==> src/design/firlp_pkg.sv <==
`timescale 1ns / 1ps

package firlp_pkg;

	// coefficient format: signed, FRAC_BITS fraction bits, output gain folded in
	localparam int COEF_BITS  = 16;
	localparam int FRAC_BITS  = 16;
	localparam int COEF_COUNT = 17;
	localparam int LEVEL_BITS = 8;
	localparam logic [LEVEL_BITS-1:0] LEVEL_MAX = 8'd255;

	typedef logic signed [COEF_BITS-1:0] coef_t;

	// symmetric low-pass taps, zero past the end of the table
	function automatic coef_t coef(input int idx);
		coef_t c;
		case (idx)
			0, 16:   c = -16'sd558;
			1, 15:   c = -16'sd1369;
			2, 14:   c = -16'sd1636;
			3, 13:   c = -16'sd1010;
			4, 12:   c = 16'sd572;
			5, 11:   c = 16'sd2821;
			6, 10:   c = 16'sd5162;
			7, 9:    c = 16'sd6927;
			8:       c = 16'sd7582;
			default: c = '0;
		endcase
		return c;
	endfunction

	// node count at a given level of the 4-way adder tree
	function automatic int tree_nodes(input int taps, input int level);
		int n;
		n = taps;
		for (int l = 0; l < level; l++) begin
			n = (n + 3) >> 2;
		end
		return n;
	endfunction

	// number of registered levels until one node remains
	function automatic int tree_levels(input int taps);
		int n;
		int l;
		n = taps;
		l = 0;
		while (n > 1) begin
			n = (n + 3) >> 2;
			l++;
		end
		return l;
	endfunction

endpackage

==> src/design/firlp_tap_cell.sv <==
`timescale 1ns / 1ps

module firlp_tap_cell #(
	parameter int SAMPLE_BITS = 9,
	parameter firlp_pkg::coef_t COEF = '0,
	parameter bit HOLD = 1'b1
) (
	input  logic                                            clk,
	input  logic                                            arst_n,
	input  logic                                            shift_en,
	input  logic                                            load_en,
	input  logic [SAMPLE_BITS-1:0]                          x_in,
	output logic [SAMPLE_BITS-1:0]                          x_out,
	output logic signed [SAMPLE_BITS+firlp_pkg::COEF_BITS:0] prod
);

	localparam int PROD_BITS = SAMPLE_BITS + firlp_pkg::COEF_BITS + 1;

	logic signed [PROD_BITS-1:0] prod_s1;

	// delay line element when HOLD is set, passes its sample on to the next cell; else x_out is zero
	generate
		if (HOLD) begin : g_hold
			logic [SAMPLE_BITS-1:0] x_q;
			always_ff @(posedge clk or negedge arst_n) begin
				if (!arst_n) begin
					x_q <= '0;
				end else if (shift_en) begin
					x_q <= x_in;
				end
			end
			assign x_out = x_q;
		end else begin : g_end
			assign x_out = '0;
		end
	endgenerate

	// tap product, registered
	always_ff @(posedge clk) begin
		if (load_en) begin
			prod_s1 <= PROD_BITS'($signed({1'b0, x_in}) * COEF);
		end
	end

	assign prod = prod_s1;

endmodule

==> src/design/firlp_add_tree.sv <==
`timescale 1ns / 1ps

module firlp_add_tree #(
	parameter int TAPS = 17,
	parameter int SUM_BITS = 31
) (
	input  logic                       clk,
	input  logic                       arst_n,
	input  logic                       in_valid,
	output logic                       in_ready,
	input  logic signed [SUM_BITS-1:0] in_terms [TAPS],
	output logic                       out_valid,
	input  logic                       out_ready,
	output logic signed [SUM_BITS-1:0] out_sum
);

	localparam int LEVELS = firlp_pkg::tree_levels(TAPS);

	logic signed [SUM_BITS-1:0] node_q [1:LEVELS][TAPS];
	logic [LEVELS:1]            valid_q;
	logic [LEVELS+1:1]          ready;

	// a level loads when it is empty or the level below moves on
	always_comb begin
		ready[LEVELS+1] = out_ready;
		for (int l = LEVELS; l >= 1; l--) begin
			ready[l] = !valid_q[l] || ready[l+1];
		end
	end

	always_ff @(posedge clk or negedge arst_n) begin
		if (!arst_n) begin
			valid_q <= '0;
		end else begin
			if (ready[1]) begin
				valid_q[1] <= in_valid;
			end
			for (int l = 2; l <= LEVELS; l++) begin
				if (ready[l]) begin
					valid_q[l] <= valid_q[l-1];
				end
			end
		end
	end

	// 4-input adders, one register level each
	generate
		for (genvar l = 1; l <= LEVELS; l++) begin : g_lvl
			localparam int CNT  = firlp_pkg::tree_nodes(TAPS, l);
			localparam int PREV = firlp_pkg::tree_nodes(TAPS, l - 1);
			for (genvar i = 0; i < CNT; i++) begin : g_node
				logic signed [SUM_BITS-1:0] term [4];
				for (genvar j = 0; j < 4; j++) begin : g_term
					if (4 * i + j < PREV) begin : g_use
						if (l == 1) begin : g_in
							assign term[j] = in_terms[4*i+j];
						end else begin : g_up
							assign term[j] = node_q[l-1][4*i+j];
						end
					end else begin : g_zero
						assign term[j] = '0;
					end
				end
				always_ff @(posedge clk) begin
					if (ready[l]) begin
						node_q[l][i] <= term[0] + term[1] + term[2] + term[3];
					end
				end
			end
		end
	endgenerate

	assign in_ready  = ready[1];
	assign out_valid = valid_q[LEVELS];
	assign out_sum   = node_q[LEVELS][0];

endmodule

==> src/design/fir_lowpass_17tap_clamped.sv <==
`timescale 1ns / 1ps
// Path: an accepted sample passes the product register, the L levels of the 4-way
// adder tree (ceil(log4(TAPS)); L = 3 at 17 taps) and the output register (m_tvalid).
// Throughput: one sample per cycle, set by the fully pipelined tap cells and adder tree;
// stalls on the output back up one stage at a time, so empty stages still take data.
// Reset: arst_n clears the delay line and all valid flags; product and sum registers
// are not reset.

module fir_lowpass_17tap_clamped #(
	parameter int TAPS = 17,
	parameter int SAMPLE_BITS = 9
) (
	input  logic                                   clk,
	input  logic                                   arst_n,
	input  logic                                   s_tvalid,
	output logic                                   s_tready,
	input  logic [((SAMPLE_BITS + 7) / 8) * 8 - 1:0] s_tdata,  // [SAMPLE_BITS-1:0] sample
	output logic                                   m_tvalid,
	input  logic                                   m_tready,
	output logic [firlp_pkg::LEVEL_BITS-1:0]       m_tdata   // [7:0] level
);

	localparam int PROD_BITS = SAMPLE_BITS + firlp_pkg::COEF_BITS + 1;
	localparam int SUM_BITS  = PROD_BITS + $clog2(TAPS);
	localparam int FB        = firlp_pkg::FRAC_BITS;
	localparam int LB        = firlp_pkg::LEVEL_BITS;

	logic [SAMPLE_BITS-1:0]      x [TAPS];
	logic signed [PROD_BITS-1:0] prod [TAPS];
	logic signed [SUM_BITS-1:0]  terms [TAPS];
	logic                        accept;
	logic                        prod_v_s1;
	logic                        prod_ready;
	logic                        tree_in_ready;
	logic                        tree_out_valid;
	logic                        tree_out_ready;
	logic signed [SUM_BITS-1:0]  tree_sum;
	logic [LB-1:0]               level_c;
	logic [LB-1:0]               level_q;
	logic                        out_v_q;

	assign accept = s_tvalid && s_tready;
	assign x[0]   = s_tdata[SAMPLE_BITS-1:0];

	// product stage handshake
	assign prod_ready = !prod_v_s1 || tree_in_ready;
	assign s_tready   = prod_ready;

	always_ff @(posedge clk or negedge arst_n) begin
		if (!arst_n) begin
			prod_v_s1 <= 1'b0;
		end else if (prod_ready) begin
			prod_v_s1 <= s_tvalid;
		end
	end

	// row of tap cells: delay line plus one constant multiplier each
	generate
		for (genvar k = 0; k < TAPS; k++) begin : g_tap
			if (k < TAPS - 1) begin : g_mid
				firlp_tap_cell #(
					.SAMPLE_BITS(SAMPLE_BITS),
					.COEF(firlp_pkg::coef(k)),
					.HOLD(1'b1)
				) u_cell (
					.clk(clk),
					.arst_n(arst_n),
					.shift_en(accept),
					.load_en(prod_ready),
					.x_in(x[k]),
					.x_out(x[k+1]),
					.prod(prod[k])
				);
			end else begin : g_last
				firlp_tap_cell #(
					.SAMPLE_BITS(SAMPLE_BITS),
					.COEF(firlp_pkg::coef(k)),
					.HOLD(1'b0)
				) u_cell (
					.clk(clk),
					.arst_n(arst_n),
					.shift_en(accept),
					.load_en(prod_ready),
					.x_in(x[k]),
					.x_out(),
					.prod(prod[k])
				);
			end
			assign terms[k] = SUM_BITS'(prod[k]);
		end
	endgenerate

	firlp_add_tree #(
		.TAPS(TAPS),
		.SUM_BITS(SUM_BITS)
	) u_tree (
		.clk(clk),
		.arst_n(arst_n),
		.in_valid(prod_v_s1),
		.in_ready(tree_in_ready),
		.in_terms(terms),
		.out_valid(tree_out_valid),
		.out_ready(tree_out_ready),
		.out_sum(tree_sum)
	);

	// scale down and saturate to the 8-bit range
	always_comb begin
		if (tree_sum[SUM_BITS-1]) begin
			level_c = '0;
		end else if (|tree_sum[SUM_BITS-2:FB+LB]) begin
			level_c = firlp_pkg::LEVEL_MAX;
		end else begin
			level_c = tree_sum[FB+LB-1:FB];
		end
	end

	// output register
	assign tree_out_ready = !out_v_q || m_tready;

	always_ff @(posedge clk or negedge arst_n) begin
		if (!arst_n) begin
			out_v_q <= 1'b0;
		end else if (tree_out_ready) begin
			out_v_q <= tree_out_valid;
		end
	end

	always_ff @(posedge clk) begin
		if (tree_out_ready) begin
			level_q <= level_c;
		end
	end

	assign m_tvalid = out_v_q;
	assign m_tdata  = level_q;

	// an accepted sample lands in the product stage
	a_prod_valid: assert property (@(posedge clk) disable iff (!arst_n)
		accept |=> prod_v_s1)
		else $error("accepted sample did not reach product stage");

	// the newest delay element holds the last accepted sample
	a_shift: assert property (@(posedge clk) disable iff (!arst_n)
		accept |=> (x[1] == $past(s_tdata[SAMPLE_BITS-1:0])))
		else $error("delay line did not shift in the sample");

	// with the output register empty every stage can take data
	a_ready: assert property (@(posedge clk) disable iff (!arst_n)
		!m_tvalid |-> s_tready)
		else $error("input stalled while output register empty");

endmodule

==> config.mk <==
export PLATFORM = sky130hd
export DESIGN_NAME = fir_lowpass_17tap_clamped
export DESIGN_NICKNAME = d
export VERILOG_FILES = /design/src/design/firlp_pkg.sv /design/src/design/firlp_tap_cell.sv /design/src/design/firlp_add_tree.sv /design/src/design/fir_lowpass_17tap_clamped.sv
export SDC_FILE = /design/constraint.sdc
export NUM_CORES = 2
export LEC_CHECK = 0
export BUFFER_PORTS_ARGS = -buffer_cell sky130_fd_sc_hd__buf_2
export CORE_ASPECT_RATIO = 1.25
export CORE_MARGIN = 1.5
export CORE_UTILIZATION = 65
export DETAILED_ROUTE_END_ITERATION = 8
export PLACE_DENSITY = 0.84
export SLEW_MARGIN = 20
export SYNTH_ARGS = -nofsm -noshare
export SYNTH_HDL_FRONTEND = slang
export SYNTH_SLANG_ARGS = --single-unit
export TNS_END_PERCENT = 10
==> constraint.sdc <==
create_clock -name clk -period 30.4 [get_ports clk]
set_clock_uncertainty 0.1 [all_clocks]
set_input_delay 6.08 -clock clk [delete_from_list [all_inputs] [get_ports clk]]
set_output_delay 6.08 -clock clk [all_outputs]
set_load 0.05 [all_outputs]
Word level (Yosys, flattened, before mapping)
Memories as Yosys holds them, arrays and structs flattened. Cells that the tools add are included.

Add/subtract/negate cells: 16. $mul: 17. Divide/modulo/power cells: 0. Order comparisons: 0. Eq/ne operators: 0. Shift operators: 0. Multiplexer cells: 7. Bitwise operators: 0. Reductions and logical operators: 12.

Operators with widths (count): 31-bit adder (4); 10-bit by 10-bit multiplier with 20-bit output, second input constant (6); 9-bit by 12-bit multiplier with 21-bit output, second input constant (5); 23-bit by 22-bit adder with 24-bit output (3); 22-bit by 22-bit adder with 23-bit output (3); 10-bit by 12-bit multiplier with 22-bit output, second input constant (2); 9-bit by 13-bit multiplier with 22-bit output, second input constant (2); 9-bit by 8-bit multiplier with 17-bit output, second input constant (2); 28-bit by 22-bit adder with 29-bit output (1); 28-bit by 23-bit adder with 29-bit output (1); 24-bit by 21-bit adder with 25-bit output (1); 21-bit by 22-bit adder with 23-bit output (1); 19-bit by 21-bit adder with 22-bit output (1); 20-bit by 21-bit adder with 22-bit output (1); 8-bit 2-to-1 mux (1); 1-bit 2-to-1 mux (6); 6-bit OR reduction (1); 1-bit zero test (5); 1-bit logical OR (5); 1-bit logical AND (1).

Register bits: 509. Latch bits: 0. Memory bits (writable): 462. Memory bits (read-only): 0. Input bits: 20. Output and inout bits: 10. Word-level logic and storage cells: 92. Memories kept: 1.

Memory list: u_tree.node_q (words 3, width 154, read ports 3, clocked after memory_dff 0, wr ports 3, RTL line firlp_add_tree.sv:19) `logic signed [SUM_BITS-1:0] node_q [1:LEVELS][TAPS];`.

Logic depth before layout (Yosys ltp)
Word-level depth: 7. Gate-level depth with buffers: 22. Gate-level depth less buffers: 22.

Modules after synthesis
Synthesis repeated with hierarchy kept, for this count alone.

Cell total of the unflattened synthesis: 6975. Area, all modules: 74375.1 µm².

By module, submodules not included: firlp_add_tree (times used 1, cells each 2614, area an instance 25465.7 µm², seq. area each 7522.2 µm²); firlp_tap_cell (g_tap[15].g_mid.u_cell ...) (times used 2, cells each 339, area an instance 3742.3 µm², seq. area each 885.8 µm²); firlp_tap_cell (g_tap[7].g_mid.u_cell ...) (times used 2, cells each 308, area an instance 3318.2 µm², seq. area each 885.8 µm²); firlp_tap_cell (g_tap[14].g_mid.u_cell ...) (times used 2, cells each 290, area an instance 3115.5 µm², seq. area each 825.8 µm²); firlp_tap_cell (g_tap[13].g_mid.u_cell ...) (times used 2, cells each 221, area an instance 2467.4 µm², seq. area each 825.8 µm²); firlp_tap_cell (g_tap[8].g_mid.u_cell) (times used 1, cells each 306, area an instance 3313.2 µm², seq. area each 855.8 µm²); firlp_tap_cell (g_tap[0].g_mid.u_cell) (times used 1, cells each 246, area an instance 2875.3 µm², seq. area each 825.8 µm²); firlp_tap_cell (g_tap[16].g_last.u_cell) (times used 1, cells each 232, area an instance 2618.8 µm², seq. area each 600.6 µm²); firlp_tap_cell (g_tap[10].g_mid.u_cell) (times used 1, cells each 216, area an instance 2506.2 µm², seq. area each 855.8 µm²); firlp_tap_cell (g_tap[11].g_mid.u_cell) (times used 1, cells each 207, area an instance 2479.9 µm², seq. area each 855.8 µm²); firlp_tap_cell (g_tap[6].g_mid.u_cell) (times used 1, cells each 204, area an instance 2432.3 µm², seq. area each 855.8 µm²); firlp_tap_cell (g_tap[5].g_mid.u_cell) (times used 1, cells each 198, area an instance 2402.3 µm², seq. area each 855.8 µm²); firlp_tap_cell (g_tap[4].g_mid.u_cell) (times used 1, cells each 201, area an instance 2282.2 µm², seq. area each 735.7 µm²); firlp_tap_cell (g_tap[12].g_mid.u_cell) (times used 1, cells each 200, area an instance 2273.4 µm², seq. area each 735.7 µm²); fir_lowpass_17tap_clamped (times used 1, cells each 35, area an instance 439.2 µm², seq. area each 290.3 µm²).

Least setup slack after synthesis
No wires, ideal clock.

Kind: input port to output port. From: in m_tready. To: out s_tready. Arrival: 16.623 ns. Required time: 24.220 ns. Slack: 7.597 ns. Stages: 4. Path buffers: 0. Cells stage by stage: nor2b_1 -> nand4_1 -> inv_1 -> nand2_1.

Word-level cells in the longest chain between the ends: 5.

RTL lines: start, declared (RTL line fir_lowpass_17tap_clamped.sv:19) `input logic m_tready,`; 1-bit logical OR (RTL line fir_lowpass_17tap_clamped.sv:119) `assign tree_out_ready = !out_v_q || m_tready;`; 1-bit logical OR (3 in series) (RTL line firlp_add_tree.sv:27) `ready[l] = !valid_q[l] || ready[l+1];`; net tree_in_ready (RTL line fir_lowpass_17tap_clamped.sv:34) `logic tree_in_ready;`; 1-bit logical OR (RTL line fir_lowpass_17tap_clamped.sv:46) `assign prod_ready = !prod_v_s1 || tree_in_ready;`; end, declared (RTL line fir_lowpass_17tap_clamped.sv:16) `output logic s_tready,`.

The timed path passes the listed nets, and every way through them passes these cells.

Worst setup path after layout
Same ends and word-level chain as after synthesis.

==> run summary <==
Clock tree buffer depth = 3
R2r worst-path depth = 19
RSZ-0062 raised after global routing = false
Distinct cells, synth = 78
Clock Latency Late Sink = 0.65 ns
CTS tree = yes
Total gr overflow = 0
Layout cells sized above 1 = 3.76%
Initial antenna violation count = 3
F_max = 0.0716 GHz
CTS Sinks = 687
Pin count of the biggest net entering global routing = 86
CTS H-tree depth = 3
Hold EP = u_tree.node_q[0][408]$_DFFE_PP_
Required time worst endpoint = 24.22 ns
Arrival @ worst endpoint = 7.78 ns
First-pass GRT wire length = 214,000 um
Reg2reg start = g_tap[0].g_mid.u_cell.x_out[7]$_DFFE_PN0P_
Critical path fanouts, max = 39
Die Wd = 278 um
Via count = 39,200
Number of synthesized flops with an enable pin = 538
Post-synth ARST share = 21.7%
Initial core utilization = 65.9%
Status = finished, final reports clean
Routability cong. = 0.958
Leading cell types in the layout, fill and taps excluded = 1,121 x ha_1, 982 x inv_1, 553 x fa_1
Chip height = 347 um
Critical path class = in -> out
Synthesized area per cell = 11.4 um^2
R2r endpoint = g_tap[1].g_mid.u_cell.prod[21]$_DFFE_PN_
Flop2flop setup slack = 24.38 ns
Drt first pass iters = 6
Slew headroom = 32.0%
TritonCTS Buffers = 74
Beginning of the worst hold path = u_tree.node_q[0][161]$_DFFE_PP_
Antenna-violating nets left = 0
Number of global-route vias before repair = 42,000
Min-delay worst type = reg -> reg
Vias/cell = 5.81
Dpl hpwl = 105,000 um
Worst Setup End Kind = output port
Final hold violation count = 0
Io pins = 30
Post-CTS Setup Bufs = 0
Area after DPL = 63,100 um^2
Max-cap violations = 0
GRT Util Overall = 28.3%
Syn Nets = 7,086
Syn Inst Count = 5,392
Area growth, synth to finish = 6.80%
Hold buffers post-CTS = 0
Commonest non-fill, non-tap cell in the layout = ha_1
Wire per inst = 19.5 um
Cell Area, Synth = 61,500 um^2
Placeable Area = 93,400 um^2
Ys flop type = edfxtp_1
Number of warnings issued by yosys = 0
Filler cells = 6,158
Seq/Total Area, Yosys = 32.3%
DR iter-0 viols = 2,528
Port bufs = 22
Slew Limit Fails = 0
Num rows = 125
Crit path time final = 13.96 ns
Worst hold path depth = 0
CP startpoint kind = primary input
Nets = 7,168
Post-Route WL = 132,000 um
Fin crit share = 45.9%
Resized cells post-CTS = 0
Slew @ Worst Pin = 1.02 ns
Clock transition at path regs = 0.06 ns
Total negative slack = 0 ns
Final Cell Area = 65,700 um^2
CTS root buf = clkbuf_16
Seq cells post-synth = 687
Overall die area = 96,500 um^2
Residual DRC = 0
Endpoints failing setup = 0
metal layers:
layer / vias up / GRT usage (%) / part of all wire [%] / routed length [um]
met1: 19400 / 34.4 / 40 / 52300
met4: 2 / 12.8 / 4.7 / 6250
li1: 18500 / - / - / -
met2: 933 / 50.4 / 51 / 66900
met5: - / 0 / 0.0091 / 12
met3: 300 / 3.45 / 4.8 / 6330
state kept, by name, summed over array words and instances, names as in the netlist:
| signal | count |
|---|---|
| m_tdata | 8 |
| prod_v_s1 | 1 |
| g_tap.g_last.u_cell.prod | 20 |
| m_tvalid | 1 |
| u_tree.valid_q | 3 |
| g_tap.g_mid.u_cell.x_out | 144 |
| u_tree.node_q | 183 |
| g_tap.g_mid.u_cell.prod | 327 |
synthesized netlist by cell type (4+ instances only):
cell type	instances	area, um^2
nor2_1	249	935
fa_1	553	11100
xnor2_1	286	2500
xor2_1	94	823
o211ai_1	14	105
nand2_1	206	773
nand3_1	42	210
a21oi_1	235	1180
o21a_1	42	315
o31ai_1	9	67.6
nand3b_1	5	37.5
edfxtp_1	538	16200
o41a_1	5	56.3
mux2_1	32	360
nand4_1	9	56.3
a21boi_1	13	97.6
nor3_1	76	380
o21ai_0	140	701
a41o_1	4	40.0
buf_1	4	15.0
or2_2	10	62.6
a22o_1	6	52.6
o31a_1	8	70.1
o21ai_1	81	405
nor4_1	5	31.3
dfrtp_1	149	3730
and3_1	25	156
nand2b_1	34	213
a211oi_1	21	158
a311oi_1	9	78.8
a21o_1	90	676
mux2_2	27	304
mux2i_1	4	40.0
nor2b_1	43	269
o21bai_1	61	458
a31oi_1	17	106
and2_1	17	106
a31o_1	11	96.3
clkbuf_1	25	93.8
ha_1	1121	14000
o41ai_1	10	87.6
or3_1	18	113
a211o_1	10	87.6
inv_1	982	3690
through the flow:
step	instances	hold slack [ns]	setup slack, ns	utilization, %
2_1_floorplan	5392	0.300	7.60	-
3_3_place_gp	6604	0.301	16.42	67.6
3_5_place_dp	6604	0.305	16.38	67.6
4_1_cts	6740	0.316	16.37	70.3
5_1_grt	6740	0.319	16.31	70.3
6_report	6743	0.317	16.44	70.3
worst max-delay path: stages:
cell and delay [ns]:
buf_2 0.08, nor2b_1 0.08, nand4_1 0.10, buf_4 0.48
inv_1 0.16, nand2_4 0.36, buf_2 0.39
logic make-up after synthesis:
family                   count (synthesis)  synth area share (%)
other                                    1               0.00610
AO/OA/AOI/OAI                          824                  8.51
adder cells (fa/ha/maj)               1674                  40.8
AND/OR/NAND/NOR                        750                  5.60
buffers and inverters                 1013                  6.19
XOR/XNOR                               380                  5.41
multiplexers                            63                  1.15
flip-flops                             687                  32.3
worst max path at each step:
stage / startpoint / end / slack (ns) / cells past startpoint
floorplan: m_tready / s_tready / 7.60 / 4
global placement: m_tready / s_tready / 16.42 / 7
detailed placement: m_tready / s_tready / 16.38 / 7
CTS: m_tready / s_tready / 16.37 / 7
global route: m_tready / s_tready / 16.31 / 7
finish: m_tready / s_tready / 16.44 / 7
final cells by class:
class	count	area (um^2)	area share (%)
Antenna cell	3	7.51	0.0114
Multi-Input combinational cell	3692	37800	57.6
Clock buffer	89	2010	3.07
Tap cell	1206	1510	2.30
Inverter	984	3700	5.63
Sequential cell	687	19900	30.3
Timing Repair Buffer	35	214	0.326
Clock inverter	47	531	0.808
Power is not shown: default switching activity piles up to over one toggle a cycle in this logic, so the estimate is an artifact.
